**src/sv/pdid_pkg.sv**
```systemverilog
package pdid_pkg;

  localparam int BYTE_W     = 8;
  localparam int SIZE_W     = 32;
  localparam int COPY_LEN_W = 17;

  // Copy length that a zero length field stands for
  localparam logic [COPY_LEN_W-1:0] COPY_MAX = 17'h10000;

  typedef enum logic [1:0] {
    KIND_LITERAL,
    KIND_COPY,
    KIND_OK,
    KIND_ERROR
  } kind_t;

  typedef enum logic [2:0] {
    ERR_NONE,
    ERR_BASE_SIZE,
    ERR_NO_CMDS,
    ERR_ZERO_CMD,
    ERR_COPY_RANGE,
    ERR_TRUNCATED,
    ERR_FINAL_SIZE
  } err_t;

  typedef struct packed {
    kind_t                  kind;
    logic [BYTE_W-1:0]      literal;
    logic [SIZE_W-1:0]      copy_offset;
    logic [COPY_LEN_W-1:0]  copy_length;
    err_t                   error_code;
    logic                   is_last;
  } result_t;

  function automatic result_t mk_status(input kind_t kind, input err_t code);
    result_t r;
    r             = '0;
    r.kind        = kind;
    r.error_code  = code;
    r.is_last     = 1'b1;
    return r;
  endfunction

endpackage

```
**src/sv/pdid_in_if.sv**
```systemverilog
interface pdid_in_if;
  logic                        valid;
  logic                        ready;
  logic [pdid_pkg::BYTE_W-1:0] delta_byte;
  logic                        end_of_delta;

  modport source(output valid, output delta_byte, output end_of_delta, input ready);
  modport sink(input valid, input delta_byte, input end_of_delta, output ready);
endinterface

```
**src/sv/pdid_out_if.sv**
```systemverilog
interface pdid_out_if;
  logic                            valid;
  logic                            ready;
  logic [1:0]                      kind;
  logic [pdid_pkg::BYTE_W-1:0]     literal;
  logic [pdid_pkg::SIZE_W-1:0]     copy_offset;
  logic [pdid_pkg::COPY_LEN_W-1:0] copy_length;
  logic [2:0]                      error_code;
  logic                            is_last;

  modport source(output valid, output kind, output literal, output copy_offset,
                 output copy_length, output error_code, output is_last, input ready);
  modport sink(input valid, input kind, input literal, input copy_offset,
               input copy_length, input error_code, input is_last, output ready);
endinterface

```
**src/sv/pack_delta_instruction_decoder.sv**
```systemverilog
// A delta byte transfer is held in the input register until the result queue has room;
// its results then enter the queue together (a copy or literal may precede the closing status).
// Throughput: 1 delta byte per cycle, while the 4-entry result queue holds at most
// 2 results; a stalled result sink or bursts of two results throttle intake there.
// Reset (rst, synchronous): decoder returns to the source length header, base_size
// clears to 0 and the result queue empties.
module pack_delta_instruction_decoder #(
  parameter int LEN_BITS = 32
) (
  input  logic                        clk,
  input  logic                        rst,
  input  logic                        cfg_wr_en,
  input  logic [pdid_pkg::SIZE_W-1:0] cfg_wr_data,
  pdid_in_if.sink                     delta,
  pdid_out_if.source                  result
);

  localparam int BASE_CMP_W = (LEN_BITS > 32) ? LEN_BITS : 32;
  localparam int PROD_CMP_W = (LEN_BITS > 33) ? LEN_BITS : 33;
  localparam int PROD_W     = 33;
  localparam int CLEN_W     = 24;
  localparam int Q_DEPTH    = 4;
  localparam int Q_PTR_W    = $clog2(Q_DEPTH);
  localparam int Q_CNT_W    = $clog2(Q_DEPTH + 1);

  localparam logic [PROD_W-1:0] PROD_MAX = {PROD_W{1'b1}};

  typedef enum logic [2:0] {
    PH_SRC,
    PH_TGT,
    PH_CMD,
    PH_OPS,
    PH_LIT
  } phase_t;

  // Configuration
  logic [pdid_pkg::SIZE_W-1:0] base_size;

  // Input register
  logic                        stage_valid;
  logic [pdid_pkg::BYTE_W-1:0] stage_byte;
  logic                        stage_end;
  logic                        fire;

  // Decoder state
  phase_t                      phase,     phase_next;
  logic [LEN_BITS-1:0]         len_acc,   len_acc_next;
  logic [5:0]                  vshift,    vshift_next;
  logic [LEN_BITS-1:0]         target_len, target_len_next;
  logic [6:0]                  op_flags,  op_flags_next;
  logic [pdid_pkg::SIZE_W-1:0] off_acc,   off_acc_next;
  logic [CLEN_W-1:0]           clen_acc,  clen_acc_next;
  logic [6:0]                  lit_rem,   lit_rem_next;
  logic [PROD_W-1:0]           produced,  produced_next;
  logic                        err_latched, err_latched_next;

  // Decode datapath
  logic [LEN_BITS-1:0]         acc_new;
  logic [2:0]                  op_idx;
  logic [pdid_pkg::SIZE_W-1:0] off_ops;
  logic [CLEN_W-1:0]           clen_ops;
  logic [6:0]                  flags_ops;
  logic [pdid_pkg::SIZE_W-1:0] cp_off;
  logic [CLEN_W-1:0]           cp_clen;
  logic [CLEN_W-1:0]           cp_len;
  logic [pdid_pkg::SIZE_W:0]   cp_end;
  logic                        cp_bad;
  logic [CLEN_W-1:0]           prod_amount;
  logic [PROD_W:0]             prod_sum;
  logic [PROD_W-1:0]           prod_sat;

  pdid_pkg::result_t           main_res, end_res, res0, res1;
  logic                        main_has, end_has;
  logic [1:0]                  res_cnt;

  // Result queue
  pdid_pkg::result_t           q_mem [Q_DEPTH];
  logic [Q_PTR_W-1:0]          q_wr, q_rd;
  logic [Q_CNT_W-1:0]          q_cnt;
  logic                        q_pop;

  // Hold the byte while the queue lacks room for two results
  assign fire        = stage_valid && (q_cnt <= Q_CNT_W'(Q_DEPTH - 2));
  assign delta.ready = !stage_valid || fire;

  always_ff @(posedge clk) begin
    if (rst) begin
      stage_valid <= 1'b0;
    end else if (delta.valid && delta.ready) begin
      stage_valid <= 1'b1;
    end else if (fire) begin
      stage_valid <= 1'b0;
    end
  end

  always_ff @(posedge clk) begin
    if (delta.valid && delta.ready) begin
      stage_byte <= delta.delta_byte;
      stage_end  <= delta.end_of_delta;
    end
  end

  // Varint accumulate; bits at or above LEN_BITS fall off the shift
  assign acc_new = len_acc | (LEN_BITS'(stage_byte[6:0]) << vshift);

  // Lowest pending operand byte
  always_comb begin
    op_idx = 3'd0;
    for (int i = 6; i >= 0; i--) begin
      if (op_flags[i]) begin
        op_idx = 3'(i);
      end
    end
  end

  always_comb begin
    off_ops  = off_acc;
    clen_ops = clen_acc;
    if (!op_idx[2]) begin
      off_ops = off_acc | (pdid_pkg::SIZE_W'(stage_byte) << {op_idx[1:0], 3'b000});
    end else begin
      clen_ops = clen_acc | (CLEN_W'(stage_byte) << {op_idx[1:0], 3'b000});
    end
  end

  assign flags_ops = op_flags & (op_flags - 7'd1);

  // Copy bounds check, shared by bare copies and copies with operands
  assign cp_off  = (phase == PH_OPS) ? off_ops : '0;
  assign cp_clen = (phase == PH_OPS) ? clen_ops : '0;
  assign cp_len  = (cp_clen == '0) ? CLEN_W'(pdid_pkg::COPY_MAX) : cp_clen;
  assign cp_end  = {1'b0, cp_off} + (pdid_pkg::SIZE_W + 1)'(cp_len);
  assign cp_bad  = (cp_len > CLEN_W'(pdid_pkg::COPY_MAX)) || (cp_end > {1'b0, base_size});

  // Saturating produced count
  assign prod_amount = (phase == PH_LIT) ? CLEN_W'(1) : cp_len;
  assign prod_sum    = {1'b0, produced} + (PROD_W + 1)'(prod_amount);
  assign prod_sat    = prod_sum[PROD_W] ? PROD_MAX : prod_sum[PROD_W-1:0];

  // Decode one byte
  always_comb begin
    logic done_early;

    phase_next       = phase;
    len_acc_next     = len_acc;
    vshift_next      = vshift;
    target_len_next  = target_len;
    op_flags_next    = op_flags;
    off_acc_next     = off_acc;
    clen_acc_next    = clen_acc;
    lit_rem_next     = lit_rem;
    produced_next    = produced;
    err_latched_next = err_latched;
    main_res         = '0;
    main_has         = 1'b0;
    end_res          = '0;
    end_has          = 1'b0;
    done_early       = 1'b0;

    if (err_latched) begin
      done_early = 1'b1;
      if (stage_end) begin
        err_latched_next = 1'b0;
        phase_next       = PH_SRC;
      end
    end else begin
      unique case (phase)
        PH_SRC, PH_TGT: begin
          len_acc_next = acc_new;
          vshift_next  = (vshift >= 6'd57) ? 6'd63 : vshift + 6'd7;
          if (!stage_byte[7]) begin
            if (phase == PH_SRC) begin
              if (BASE_CMP_W'(acc_new) != BASE_CMP_W'(base_size)) begin
                main_res         = pdid_pkg::mk_status(pdid_pkg::KIND_ERROR,
                                                       pdid_pkg::ERR_BASE_SIZE);
                main_has         = 1'b1;
                err_latched_next = 1'b1;
              end else begin
                phase_next   = PH_TGT;
                len_acc_next = '0;
                vshift_next  = '0;
              end
            end else begin
              target_len_next = acc_new;
              phase_next      = PH_CMD;
              if (stage_end) begin
                main_res         = pdid_pkg::mk_status(pdid_pkg::KIND_ERROR,
                                                       pdid_pkg::ERR_NO_CMDS);
                main_has         = 1'b1;
                err_latched_next = 1'b1;
                done_early       = 1'b1;
              end
            end
          end
        end
        PH_CMD: begin
          if (stage_byte[7]) begin
            op_flags_next = stage_byte[6:0];
            off_acc_next  = '0;
            clen_acc_next = '0;
            if (stage_byte[6:0] == 7'd0) begin
              main_has = 1'b1;
              if (cp_bad) begin
                main_res         = pdid_pkg::mk_status(pdid_pkg::KIND_ERROR,
                                                       pdid_pkg::ERR_COPY_RANGE);
                err_latched_next = 1'b1;
              end else begin
                main_res.kind        = pdid_pkg::KIND_COPY;
                main_res.copy_offset = cp_off;
                main_res.copy_length = cp_len[pdid_pkg::COPY_LEN_W-1:0];
                produced_next        = prod_sat;
              end
            end else begin
              phase_next = PH_OPS;
            end
          end else if (stage_byte != '0) begin
            lit_rem_next = stage_byte[6:0];
            phase_next   = PH_LIT;
          end else begin
            main_res         = pdid_pkg::mk_status(pdid_pkg::KIND_ERROR,
                                                   pdid_pkg::ERR_ZERO_CMD);
            main_has         = 1'b1;
            err_latched_next = 1'b1;
          end
        end
        PH_OPS: begin
          off_acc_next  = off_ops;
          clen_acc_next = clen_ops;
          op_flags_next = flags_ops;
          if (flags_ops == 7'd0) begin
            main_has = 1'b1;
            if (cp_bad) begin
              main_res         = pdid_pkg::mk_status(pdid_pkg::KIND_ERROR,
                                                     pdid_pkg::ERR_COPY_RANGE);
              err_latched_next = 1'b1;
            end else begin
              main_res.kind        = pdid_pkg::KIND_COPY;
              main_res.copy_offset = cp_off;
              main_res.copy_length = cp_len[pdid_pkg::COPY_LEN_W-1:0];
              produced_next        = prod_sat;
              phase_next           = PH_CMD;
            end
          end
        end
        PH_LIT: begin
          main_res.kind    = pdid_pkg::KIND_LITERAL;
          main_res.literal = stage_byte;
          main_has         = 1'b1;
          produced_next    = prod_sat;
          if (lit_rem > 7'd1) begin
            lit_rem_next = lit_rem - 7'd1;
          end else begin
            lit_rem_next = '0;
            phase_next   = PH_CMD;
          end
        end
        default: begin
          phase_next = PH_SRC;
        end
      endcase
    end

    // Close the delta on its final byte
    if (stage_end && !done_early && !err_latched_next) begin
      end_has = 1'b1;
      if (phase_next == PH_CMD) begin
        if (PROD_CMP_W'(produced_next) == PROD_CMP_W'(target_len_next)) begin
          end_res = pdid_pkg::mk_status(pdid_pkg::KIND_OK, pdid_pkg::ERR_NONE);
        end else begin
          end_res = pdid_pkg::mk_status(pdid_pkg::KIND_ERROR, pdid_pkg::ERR_FINAL_SIZE);
        end
      end else begin
        end_res = pdid_pkg::mk_status(pdid_pkg::KIND_ERROR, pdid_pkg::ERR_TRUNCATED);
      end
    end

    // Every delta end returns to the source header
    if (stage_end && !err_latched) begin
      phase_next       = PH_SRC;
      len_acc_next     = '0;
      vshift_next      = '0;
      target_len_next  = '0;
      op_flags_next    = '0;
      off_acc_next     = '0;
      clen_acc_next    = '0;
      lit_rem_next     = '0;
      produced_next    = '0;
      err_latched_next = 1'b0;
    end else if (err_latched && stage_end) begin
      len_acc_next    = '0;
      vshift_next     = '0;
      target_len_next = '0;
      op_flags_next   = '0;
      off_acc_next    = '0;
      clen_acc_next   = '0;
      lit_rem_next    = '0;
      produced_next   = '0;
    end
  end

  // Order the results of one byte
  assign res0    = main_has ? main_res : end_res;
  assign res1    = end_res;
  assign res_cnt = 2'(main_has) + 2'(end_has);

  // Decoder state and configuration
  always_ff @(posedge clk) begin
    if (rst) begin
      base_size   <= '0;
      phase       <= PH_SRC;
      len_acc     <= '0;
      vshift      <= '0;
      target_len  <= '0;
      op_flags    <= '0;
      off_acc     <= '0;
      clen_acc    <= '0;
      lit_rem     <= '0;
      produced    <= '0;
      err_latched <= 1'b0;
    end else begin
      if (cfg_wr_en) begin
        base_size <= cfg_wr_data;
      end
      if (fire) begin
        phase       <= phase_next;
        len_acc     <= len_acc_next;
        vshift      <= vshift_next;
        target_len  <= target_len_next;
        op_flags    <= op_flags_next;
        off_acc     <= off_acc_next;
        clen_acc    <= clen_acc_next;
        lit_rem     <= lit_rem_next;
        produced    <= produced_next;
        err_latched <= err_latched_next;
      end
    end
  end

  // Result queue: write up to two entries, read one
  assign q_pop = (q_cnt != '0) && result.ready;

  always_ff @(posedge clk) begin
    if (fire && (res_cnt != 2'd0)) begin
      q_mem[q_wr] <= res0;
    end
    if (fire && (res_cnt == 2'd2)) begin
      q_mem[q_wr + Q_PTR_W'(1)] <= res1;
    end
  end

  always_ff @(posedge clk) begin
    if (rst) begin
      q_wr  <= '0;
      q_rd  <= '0;
      q_cnt <= '0;
    end else begin
      if (fire) begin
        q_wr <= q_wr + Q_PTR_W'(res_cnt);
      end
      if (q_pop) begin
        q_rd <= q_rd + Q_PTR_W'(1);
      end
      q_cnt <= q_cnt + (fire ? Q_CNT_W'(res_cnt) : '0) - Q_CNT_W'(q_pop);
    end
  end

  assign result.valid       = (q_cnt != '0);
  assign result.kind        = q_mem[q_rd].kind;
  assign result.literal     = q_mem[q_rd].literal;
  assign result.copy_offset = q_mem[q_rd].copy_offset;
  assign result.copy_length = q_mem[q_rd].copy_length;
  assign result.error_code  = q_mem[q_rd].error_code;
  assign result.is_last     = q_mem[q_rd].is_last;

endmodule

```
**src/flat_wrapper.sv**
```systemverilog
// flat-port wrapper written by rule: the top's interface ports become plain ports
module pack_delta_instruction_decoder_flat 
#(
  parameter int LEN_BITS = 32
)
  (clk, rst, cfg_wr_en, cfg_wr_data, delta_valid, delta_delta_byte, delta_end_of_delta, delta_ready, result_valid, result_kind, result_literal, result_copy_offset, result_copy_length, result_error_code, result_is_last, result_ready);
  pdid_in_if delta_i ();
  pdid_out_if result_i ();
  input  logic clk;
  input  logic rst;
  input  logic cfg_wr_en;
  input  logic [pdid_pkg::SIZE_W-1:0] cfg_wr_data;
  input wire logic [$bits(delta_i.valid)-1:0] delta_valid;
  input wire logic [$bits(delta_i.delta_byte)-1:0] delta_delta_byte;
  input wire logic [$bits(delta_i.end_of_delta)-1:0] delta_end_of_delta;
  output wire logic [$bits(delta_i.ready)-1:0] delta_ready;
  output wire logic [$bits(result_i.valid)-1:0] result_valid;
  output wire logic [$bits(result_i.kind)-1:0] result_kind;
  output wire logic [$bits(result_i.literal)-1:0] result_literal;
  output wire logic [$bits(result_i.copy_offset)-1:0] result_copy_offset;
  output wire logic [$bits(result_i.copy_length)-1:0] result_copy_length;
  output wire logic [$bits(result_i.error_code)-1:0] result_error_code;
  output wire logic [$bits(result_i.is_last)-1:0] result_is_last;
  input wire logic [$bits(result_i.ready)-1:0] result_ready;
  assign delta_i.valid = delta_valid;
  assign delta_i.delta_byte = delta_delta_byte;
  assign delta_i.end_of_delta = delta_end_of_delta;
  assign delta_ready = delta_i.ready;
  assign result_valid = result_i.valid;
  assign result_kind = result_i.kind;
  assign result_literal = result_i.literal;
  assign result_copy_offset = result_i.copy_offset;
  assign result_copy_length = result_i.copy_length;
  assign result_error_code = result_i.error_code;
  assign result_is_last = result_i.is_last;
  assign result_i.ready = result_ready;
  pack_delta_instruction_decoder #(.LEN_BITS(LEN_BITS)) u_core (.clk(clk), .rst(rst), .cfg_wr_en(cfg_wr_en), .cfg_wr_data(cfg_wr_data), .delta(delta_i), .result(result_i));
endmodule
```
**config.mk**
```make
export PLATFORM = sky130hd
export DESIGN_NAME = pack_delta_instruction_decoder_flat
export DESIGN_NICKNAME = d
export VERILOG_FILES = /design/src/sv/pdid_pkg.sv /design/src/sv/pdid_in_if.sv /design/src/sv/pdid_out_if.sv /design/src/sv/pack_delta_instruction_decoder.sv /design/src/flat_wrapper.sv
export SDC_FILE = /design/constraint.sdc
export NUM_CORES = 1
export LEC_CHECK = 0
export BUFFER_PORTS_ARGS = -buffer_cell sky130_fd_sc_hd__buf_4
export CAP_MARGIN = 20
export CORE_UTILIZATION = 40
export CTS_CLUSTER_DIAMETER = 40
export CTS_CLUSTER_SIZE = 40
export DETAILED_ROUTE_END_ITERATION = 8
export SLEW_MARGIN = 5
export SYNTH_ARGS = -nofsm -noshare
export SYNTH_HDL_FRONTEND = slang
export SYNTH_SLANG_ARGS = --single-unit
```
**constraint.sdc**
```tcl
create_clock -name clk -period 10.22 [get_ports clk]
set_input_delay 2.044 -clock clk [delete_from_list [all_inputs] [get_ports clk]]
set_output_delay 2.044 -clock clk [all_outputs]
set_load 0.05 [all_outputs]
```
==> metrics.md, run 1 <==
| Metric | Value |
|---|---|
| Library cells used by synthesis | 102 |
| Count of buffer and inverter cells on the critical path | 1 |
| Overall die height | 261 um |
| CP peak stage delay | 0.71 ns |
| Cell Rows | 94 |
| DP Wirelength | 70.8 mm |
| Via count of the first global-routing pass | 24100 |
| Number of port buffers | 110 |
| Global placement routability congestion | a little under 1 |
| Congestion Overflow GR | 0 |
| Final routed DRC violation total | 6 |
| Peak fanout along the critical path | 42 |
| Part of the Yosys area used for sequential elements | between 30% and 40% |
| Syn nets | around 3300 |
| Setup slack of the critical path after layout | 0.564 ns |
| Gate count after technology mapping | 3166 |
| Number of clock sinks | 480 |
| Critical Path Start Type | register |
| Antenna violation net count after detailed routing | 0 |
| Failing checks | design-rule violations |
| Slew of the pin with the lowest slew margin | between 1 and 1.5 ns |
| Worst Hold Path EP | u_core.q_mem[0][40]$_SDFFE_PP0P_ |
| Reg-to-reg endpoint | u_core.q_mem[1][2]$_DFFE_PP_ |
| Run status | finished, violations left |
| Number of diodes | 0 |
| Top library cells by usage in the layout, fill and taps aside | sky130_fd_sc_hd__dfxtp_1, sky130_fd_sc_hd__nor2_1, sky130_fd_sc_hd__a21oi_1 |
| Endpoints failing hold | 0 |
| Worst Reg2Reg Path Length in Cells | 31 |
| Fraction of the cycle the final worst path needs | between 90 and 100% |
| Yosys warns | 0 |
| Data required time at the worst endpoint | around 11 ns |
| Min Tclk post-route | 9.66 ns |
| Width of the die | 261 um |
| Clock latency on the worst-skew pair | 0.65 ns |
| Deepest clock path buffer count | 3 |
| Setup slack, reg-to-reg | 0.56 ns |
| Setup violations, final | 0 |
| Violation count after the first detailed-route iteration | 3154 |
| Standard cell area after detailed placement | 28400 sq um |
| Final sum of negative setup slack | 0 ns |
| Most common library cell in the layout ignoring fill and taps | sky130_fd_sc_hd__dfxtp_1 |
| Effective utilization at floorplan | approximately 41% |
| Area share of the largest cell type after synthesis | 33.4% |
| Number of H-tree levels | 3 |
| Initial antenna violation count | 1 |
| Max Clk Rate | approximately 0.10 GHz |
| Final Slew Violations | 0 |
| Clock root buffer | sky130_fd_sc_hd__clkbuf_16 |
| Leading cell types by total area after synthesis | sky130_fd_sc_hd__dfxtp_1, sky130_fd_sc_hd__nor2_1, sky130_fd_sc_hd__mux4_2, sky130_fd_sc_hd__a21oi_1, sky130_fd_sc_hd__a22o_1 |
| Classification of the worst-slack hold path | reg2reg |
| Pin count of the biggest net entering global routing | approximately 130 |
| Worst reg2reg path startpoint | u_core.phase[1]$_SDFFE_PP0P_ |
| Endpoint kind of the worst setup timing path | register |
| Critical hold path startpoint | u_core.q_mem[0][40]$_SDFFE_PP0P_ |
| Hold-critical path depth | 2 |
| Share of final-layout standard cells stronger than drive strength 1 | 14.5% |
| Avg Vias per Cell | 6.23 |
| # nets final | 3334 |
| Synthesis-to-finish area growth | 16.8% |
| Overall global routing resource usage | 28.9% |
| Fraction of registers with async set or reset after synthesis | 0% |
| Count of vias placed by the detailed router | about 26000 |
| Post-place setup slack | 0.513 ns |
| Reported max-cap violation count | 0 |
| CTS buffer count | between 80 and 90 |
| TritonCTS clock tree | yes |
| Max-slew headroom | 17.0% |
| Clock-pin slew of the registers on the worst-case setup and hold paths | 0.06 ns |
| Standard cell core area | 66100 sq um |
| Worst hold slack after final layout | between 0.4 and 0.5 ns |
| First-pass GRT wire length | 150 mm |
| RSZ-0062 raised after global routing | no |
| Number of synthesized register bits | 480 |
| TritonRoute pass-1 iters | 9 |
| Max stage delay cell, worst path | sky130_fd_sc_hd__a2111oi_2 |
| Critical Path AT | 10.04 ns |
| Family with the most delay on the worst path | compound AO/OA/AOI/OAI gates |
| Final Routed Wirelength | between 100 and 150 mm |
| WL/cell | 24.4 um |
| Critical path start-end classification | reg2reg |
| Die area | 68100 sq um |
| Worst VDD drop | 0.114 mV |
| Skew final | 0.0661 ns |
| Pwr Density | 175 nW/um^2 |
| Library cell appearing most often on the critical path | sky130_fd_sc_hd__a21oi_1 |
| Final cell area excluding filler cells | 31300 sq um |
| Ys flop type | sky130_fd_sc_hd__dfxtp_1 |
| Yosys top cell by area | sky130_fd_sc_hd__dfxtp_1 |
| Post-synthesis instance area | 26800 sq um |
| IO Pins | 111 |
| Syn Area/Cell | 8.47 sq um |
| LEAKAGE | 11.8 nW |
| Number of enable-type register cells in the synthesized netlist | 33 |
-- cell families (layout without fill, tap and decap cells) --
family	count (synthesis)	after routing	share of synthesized area [%]
flops	480	480	37.0
mux	131	131	8.05
fa+ha+maj	94	94	4.46
simple gates	1045	1046	17.9
buf+inv	327	421	4.74
xor+xnor	99	99	3.23
compound gates	990	990	24.5
-- report_power, final --
part	switching (mW)	internal, mW
Clock	1.08	1.73
Combinational	0.440	0.231
Sequential	0.0718	1.93
-- cells in the mapped netlist (7+ instances only) --
master	instances
sky130_fd_sc_hd__o31ai_1	20
sky130_fd_sc_hd__a21oi_1	264
sky130_fd_sc_hd__ha_1	90
sky130_fd_sc_hd__xor2_1	22
sky130_fd_sc_hd__or3_1	18
sky130_fd_sc_hd__a22oi_1	94
sky130_fd_sc_hd__clkbuf_1	185
sky130_fd_sc_hd__mux2_2	13
sky130_fd_sc_hd__o211ai_1	15
sky130_fd_sc_hd__nand4_1	27
sky130_fd_sc_hd__o211a_1	8
sky130_fd_sc_hd__nor3_1	90
sky130_fd_sc_hd__o21ai_0	212
sky130_fd_sc_hd__o21a_1	16
sky130_fd_sc_hd__nor2_1	438
sky130_fd_sc_hd__buf_2	12
sky130_fd_sc_hd__o22ai_1	21
sky130_fd_sc_hd__or2_2	12
sky130_fd_sc_hd__a22o_1	143
sky130_fd_sc_hd__mux4_2	66
sky130_fd_sc_hd__nor4_1	38
sky130_fd_sc_hd__a21o_1	22
sky130_fd_sc_hd__o21ai_1	8
sky130_fd_sc_hd__a2bb2oi_1	7
sky130_fd_sc_hd__a211oi_1	26
sky130_fd_sc_hd__and3_1	21
sky130_fd_sc_hd__nand3_1	38
sky130_fd_sc_hd__nor2b_1	17
sky130_fd_sc_hd__a31oi_1	27
sky130_fd_sc_hd__buf_1	26
sky130_fd_sc_hd__inv_1	98
sky130_fd_sc_hd__edfxtp_1	33
sky130_fd_sc_hd__nand2b_1	36
sky130_fd_sc_hd__nand2_1	249
sky130_fd_sc_hd__dfxtp_1	447
sky130_fd_sc_hd__mux2i_1	50
sky130_fd_sc_hd__and2_1	14
sky130_fd_sc_hd__a311oi_1	8
sky130_fd_sc_hd__xnor2_1	77
sky130_fd_sc_hd__o21bai_1	16
-- per-layer routing --
metal  up-vias  wire length, um  track usage [%]
li1      11700                -                -
met1     12500            42600             38.7
met2      1263            45500             45.9
met3       227             8080             4.68
met4         0             4380             12.6
met5         -                0                0
-- worst register-to-register path: cells and delay by family (launching register included) --
family | cells | cell delay, ns
AOI/OAI and AO/OA | 18 | 5.09
and+or+nand+nor | 8 | 2.29
adders and majority gates | 3 | 1.05
DFF | 1 | 0.69
xor gates and xnor gates | 1 | 0.23
buffers and inverters | 1 | 0.06
-- worst max-delay path by stage --
stage / slack [ns] / endpoint / start / depth (start not counted)
after floorplan: 1.57 / u_core.q_mem[0][0]$_DFFE_PP_ / u_core.phase[2]$_SDFFE_PP0P_ / 42
after global placement: 0.72 / u_core.q_mem[1][14]$_SDFFE_PP0P_ / u_core.phase[1]$_SDFFE_PP0P_ / 34
after detailed placement: 0.51 / u_core.q_mem[1][6]$_SDFFE_PP0P_ / u_core.phase[1]$_SDFFE_PP0P_ / 34
after CTS: 0.44 / u_core.q_mem[1][23]$_SDFFE_PP0P_ / u_core.phase[1]$_SDFFE_PP0P_ / 34
after global routing: 0.01 / u_core.q_mem[1][17]$_SDFFE_PP0P_ / u_core.op_flags[0]$_SDFFE_PP0P_ / 32
final: 0.56 / u_core.q_mem[1][2]$_DFFE_PP_ / u_core.phase[1]$_SDFFE_PP0P_ / 31
-- final cells by class --
cell class	instances	area [sq um]
Inverter	98	368
Fill cell	6276	34800
Clock inverter	52	661
Multi-Input combinational cell	2360	15800
Tap cell	864	1080
Sequential cell	480	9940
Clock buffer	97	2200
Timing Repair Buffer	174	1330
-- through the flow --
stage                     util (%)  std cells  total power [mW]
after floorplan                  -       3166              2.48
after global placement        42.9       3971              2.69
after detailed placement      43.0       3972              2.70
after CTS                     47.3       4121              5.51
after global routing          47.4       4125              5.65
final                         47.4       4125              5.48
-- sequential cells by signal, summed over array words and instances, names as in the netlist, 2 cells and up, named ones only --
name	flops
u_core.stage_byte	8
u_core.target_len	32
u_core.off_acc	32
u_core.produced	33
u_core.q_wr	2
u_core.lit_rem	7
u_core.op_flags	7
u_core.base_size	32
u_core.q_rd	2
u_core.clen_acc	24
u_core.vshift	6
u_core.q_mem	252
u_core.phase	3
u_core.q_cnt	3
u_core.len_acc	32
-- repair_timing --
item | 4_1_cts | 5_1_grt
endpoints found under the setup margin | 0 | 209
hold buffers | 0 | 0
gates resized for setup | 0 | 17
buffers inserted | 0 | 0
No activity file was read; power rests on OpenSTA's default activity.
==> run 2: changes to the inputs <==
--- a/config.mk
+++ b/config.mk
@@ -7,7 +7,7 @@
 export LEC_CHECK = 0
 export BUFFER_PORTS_ARGS = -buffer_cell sky130_fd_sc_hd__buf_4
 export CAP_MARGIN = 20
-export CORE_UTILIZATION = 40
+export CORE_UTILIZATION = 31
 export CTS_CLUSTER_DIAMETER = 40
 export CTS_CLUSTER_SIZE = 40
 export DETAILED_ROUTE_END_ITERATION = 8
==> metrics.md, run 2 (same netlist as run 1, synthesis figures left out) <==
| Metric | Value |
|---|---|
| Max stage delay cell, worst path | sky130_fd_sc_hd__nor4_4 |
| Post-cts gate resize count | 0 (unchanged) |
| Critical path start-end classification | reg2reg |
| Violation count after the first detailed-route iteration | 2903 (-8.0%) |
| Worst reg2reg path startpoint | u_core.op_flags[0]$_SDFFE_PP0P_ |
| Via count of the first global-routing pass | 23600 (-2.0%) |
| Initial antenna violation count | 0 (-1) |
| Clock root buffer | sky130_fd_sc_hd__clkbuf_16 |
| Overall power after layout | 5.22 mW (-4.7%) |
| CP peak stage delay | 0.65 ns (-0.06 ns) |
| Skew final | 0.0300 ns (-0.0361 ns) |
| Worst Reg2Reg Path Length in Cells | 33 (+6.5%) |
| Reported max-cap violation count | 0 (unchanged) |
| Antenna violation net count after detailed routing | 0 (unchanged) |
| CTS buffer count | 71 (-12%) |
| Global placement routability congestion | 1.01 (+2.3%) |
| Worst VDD drop | 0.160 mV (+40%) |
| # nets final | 3347 (+0.39%) |
| Critical Path AT | 9.85 ns (-0.19 ns) |
| Congestion Overflow GR | 0 (unchanged) |
| Worst Hold Path EP | u_core.q_mem[1][49]$_SDFFE_PP0P_ |
| Synthesis-to-finish area growth | 17.5% |
| Share of final-layout standard cells stronger than drive strength 1 | 14.4% (-0.075 points) |
| Number of diodes | 0 (unchanged) |
| Number of buffers inserted by hold repair at cts | 0 (unchanged) |
| Hold-critical path depth | 2 (unchanged) |
| Postcts setup bufs | 0 (unchanged) |
| Setup violations, final | 0 (unchanged) |
| Overall die height | 296 um (+13%) |
| Critical hold path startpoint | u_core.q_mem[1][49]$_SDFFE_PP0P_ |
| Classification of the worst-slack hold path | reg2reg |
| Setup slack, reg-to-reg | 0.70 ns (+0.13 ns) |
| Clock-pin slew of the registers on the worst-case setup and hold paths | 0.06 ns (about the same) |
| Number of H-tree levels | 3 (unchanged) |
| First-pass GRT wire length | 148 mm (-1.5%) |
| Slew of the pin with the lowest slew margin | 1.15 ns (-0.0851 ns) |
| Number of clock sinks | 480 (unchanged) |
| Most common library cell in the layout ignoring fill and taps | sky130_fd_sc_hd__dfxtp_1 |
| Endpoints failing hold | 0 (unchanged) |
| Final Routed Wirelength | 98.0 mm (-2.5%) |
| Final Slew Violations | 0 (unchanged) |
| Data required time at the worst endpoint | 10.54 ns (-0.07 ns) |
| Max-slew headroom | 22.7% (+5.7 points) |
| Peak fanout along the critical path | 24 (-43%) |
| Number of port buffers | 110 (unchanged) |
| Avg Vias per Cell | 5.75 (-7.6%) |
| Width of the die | 296 um (+13%) |
| Min Tclk post-route | 9.52 ns (-0.132 ns) |
| Deepest clock path buffer count | 3 (unchanged) |
| IO Pins | 111 (unchanged) |
| Run status | complete, no violations |
| Reg-to-reg endpoint | u_core.q_mem[1][3]$_DFFE_PP_ |
| Number of flip-flops in the largest register | 252 (unchanged) |
| Pwr Density | 166 nW/um^2 (-5.3%) |
| Pin count of the biggest net entering global routing | 118 (-7.8%) |
| Critical Path Start Type | register |
| Top flop regs | u_core.q_mem (252), u_core.produced (33) |
| Die area | 87700 sq um (+29%) |
| Overall global routing resource usage | 21.8% (-7.0 points) |
| Count of fill cells added during filler insertion | 8694 (+39%) |
| TritonRoute pass-1 iters | 7 (-2) |
| Endpoint kind of the worst setup timing path | register |
| RSZ-0062 raised after global routing | no |
| Final sum of negative setup slack | 0 ns (unchanged) |
| Effective utilization at floorplan | 31.4% (-9.2 points) |
| Count of vias placed by the detailed router | 25400 (-1.3%) |
| Max Clk Rate | 0.105 GHz (+1.4%) |
| WL/cell | 22.2 um (-8.8%) |
| Top reg by flops | u_core.q_mem |
| Library cell appearing most often on the critical path | sky130_fd_sc_hd__a21oi_1 |
| TritonCTS clock tree | yes |
| Clock latency on the worst-skew pair | 0.63 ns (-0.02 ns) |
| LEAKAGE | 11.7 nW (-0.18%) |
| Fraction of the cycle the final worst path needs | 93.2% (-1.3 points) |
| DP Wirelength | 69.7 mm (-1.5%) |
| Final routed DRC violation total | 0 (-6) |
| Cell Rows | 107 (+14%) |
| Standard cell core area | 85400 sq um (+29%) |
| Top library cells by usage in the layout, fill and taps aside | sky130_fd_sc_hd__dfxtp_1, sky130_fd_sc_hd__nor2_1, sky130_fd_sc_hd__a21oi_1 |
==> run 2: changes by cell type in the layout (fill, tap and decap cells not counted), moves of 4 or more <==
| cell | before | now |
|---|---|---|
| sky130_fd_sc_hd__buf_6 | 6 | 1 |
| sky130_fd_sc_hd__buf_12 | 0 | 4 |
| sky130_fd_sc_hd__nor3_2 | 5 | 1 |
| sky130_fd_sc_hd__inv_6 | 8 | 12 |
| sky130_fd_sc_hd__clkbuf_1 | 6 | 0 |
| sky130_fd_sc_hd__clkinvlp_4 | 10 | 5 |
| sky130_fd_sc_hd__clkbuf_8 | 9 | 5 |
| sky130_fd_sc_hd__nor3_1 | 85 | 89 |
| sky130_fd_sc_hd__clkbuf_16 | 82 | 73 |
| sky130_fd_sc_hd__buf_4 | 165 | 192 |
==> run 2: critical path: cells and delay by family (launching register included) <==
family	cells	cell delay, ns
adder cells (fa/ha/maj)	2	0.51
multiplexers	1	0.31
AND/OR/NAND/NOR	10	3.64
AO/OA/AOI/OAI	19	4.14
XOR/XNOR	1	0.17
flip-flops	1	0.42
==> run 2: final cells by class <==
class                           count  area (sq um)  area share, %
Clock buffer                       78          1900           6.01
Clock inverter                     51           626           1.98
Timing Repair Buffer              198          1540           4.89
Inverter                           98           368           1.17
Tap cell                         1144          1430           4.54
Multi-Input combinational cell   2359         15700           49.8
Sequential cell                   480          9950           31.6
==> run 2: per-layer routing <==
metal	part of all wire, %	vias to the layer above	GRT usage (%)
met5	0	-	0
met4	4.3	0	9.59
met3	8.3	234	3.88
met2	46	1213	34.9
met1	42	12200	28.7
li1	-	11700	-
==> run 2: stage by stage <==
| step | cells | setup WS (ns) | util (%) | area, sq um | hold WS [ns] |
|---|---|---|---|---|---|
| 6_report | 4408 | 0.696 | 36.9 | 31500 | 0.448 |
| 3_3_place_gp | 4277 | 1.15 | 33.9 | 29000 | 0.428 |
| 5_1_grt | 4408 | 0.0515 | 36.9 | 31500 | 0.473 |
| 4_1_cts | 4406 | 0.815 | 36.9 | 31500 | 0.449 |
| 2_1_floorplan | 3166 | 1.57 | - | 26800 | 0.420 |
| 3_5_place_dp | 4277 | 0.866 | 33.9 | 29000 | 0.438 |
==> run 2: how the worst max path moves through the flow <==
stage,start,end,slack (ns),depth (start not counted)
after CTS,u_core.op_flags[0]$_SDFFE_PP0P_,u_core.q_mem[1][3]$_DFFE_PP_,0.81,33
final,u_core.op_flags[0]$_SDFFE_PP0P_,u_core.q_mem[1][3]$_DFFE_PP_,0.70,33
after floorplan,u_core.phase[2]$_SDFFE_PP0P_,u_core.q_mem[0][0]$_DFFE_PP_,1.57,42
after detailed placement,u_core.op_flags[0]$_SDFFE_PP0P_,u_core.q_mem[3][61]$_DFFE_PP_,0.87,33
after global placement,u_core.op_flags[0]$_SDFFE_PP0P_,u_core.q_cnt[2]$_SDFF_PP0_,1.15,35
after global routing,u_core.op_flags[0]$_SDFFE_PP0P_,u_core.q_cnt[2]$_SDFF_PP0_,0.05,37
==> run 2: power breakdown <==
part           switching, mW  internal (mW)  leakage [nW]
logic                  0.427          0.234          6.58
registers             0.0848           1.93          3.92
clock network           1.03           1.52          1.22
total                   1.54           3.68          11.7
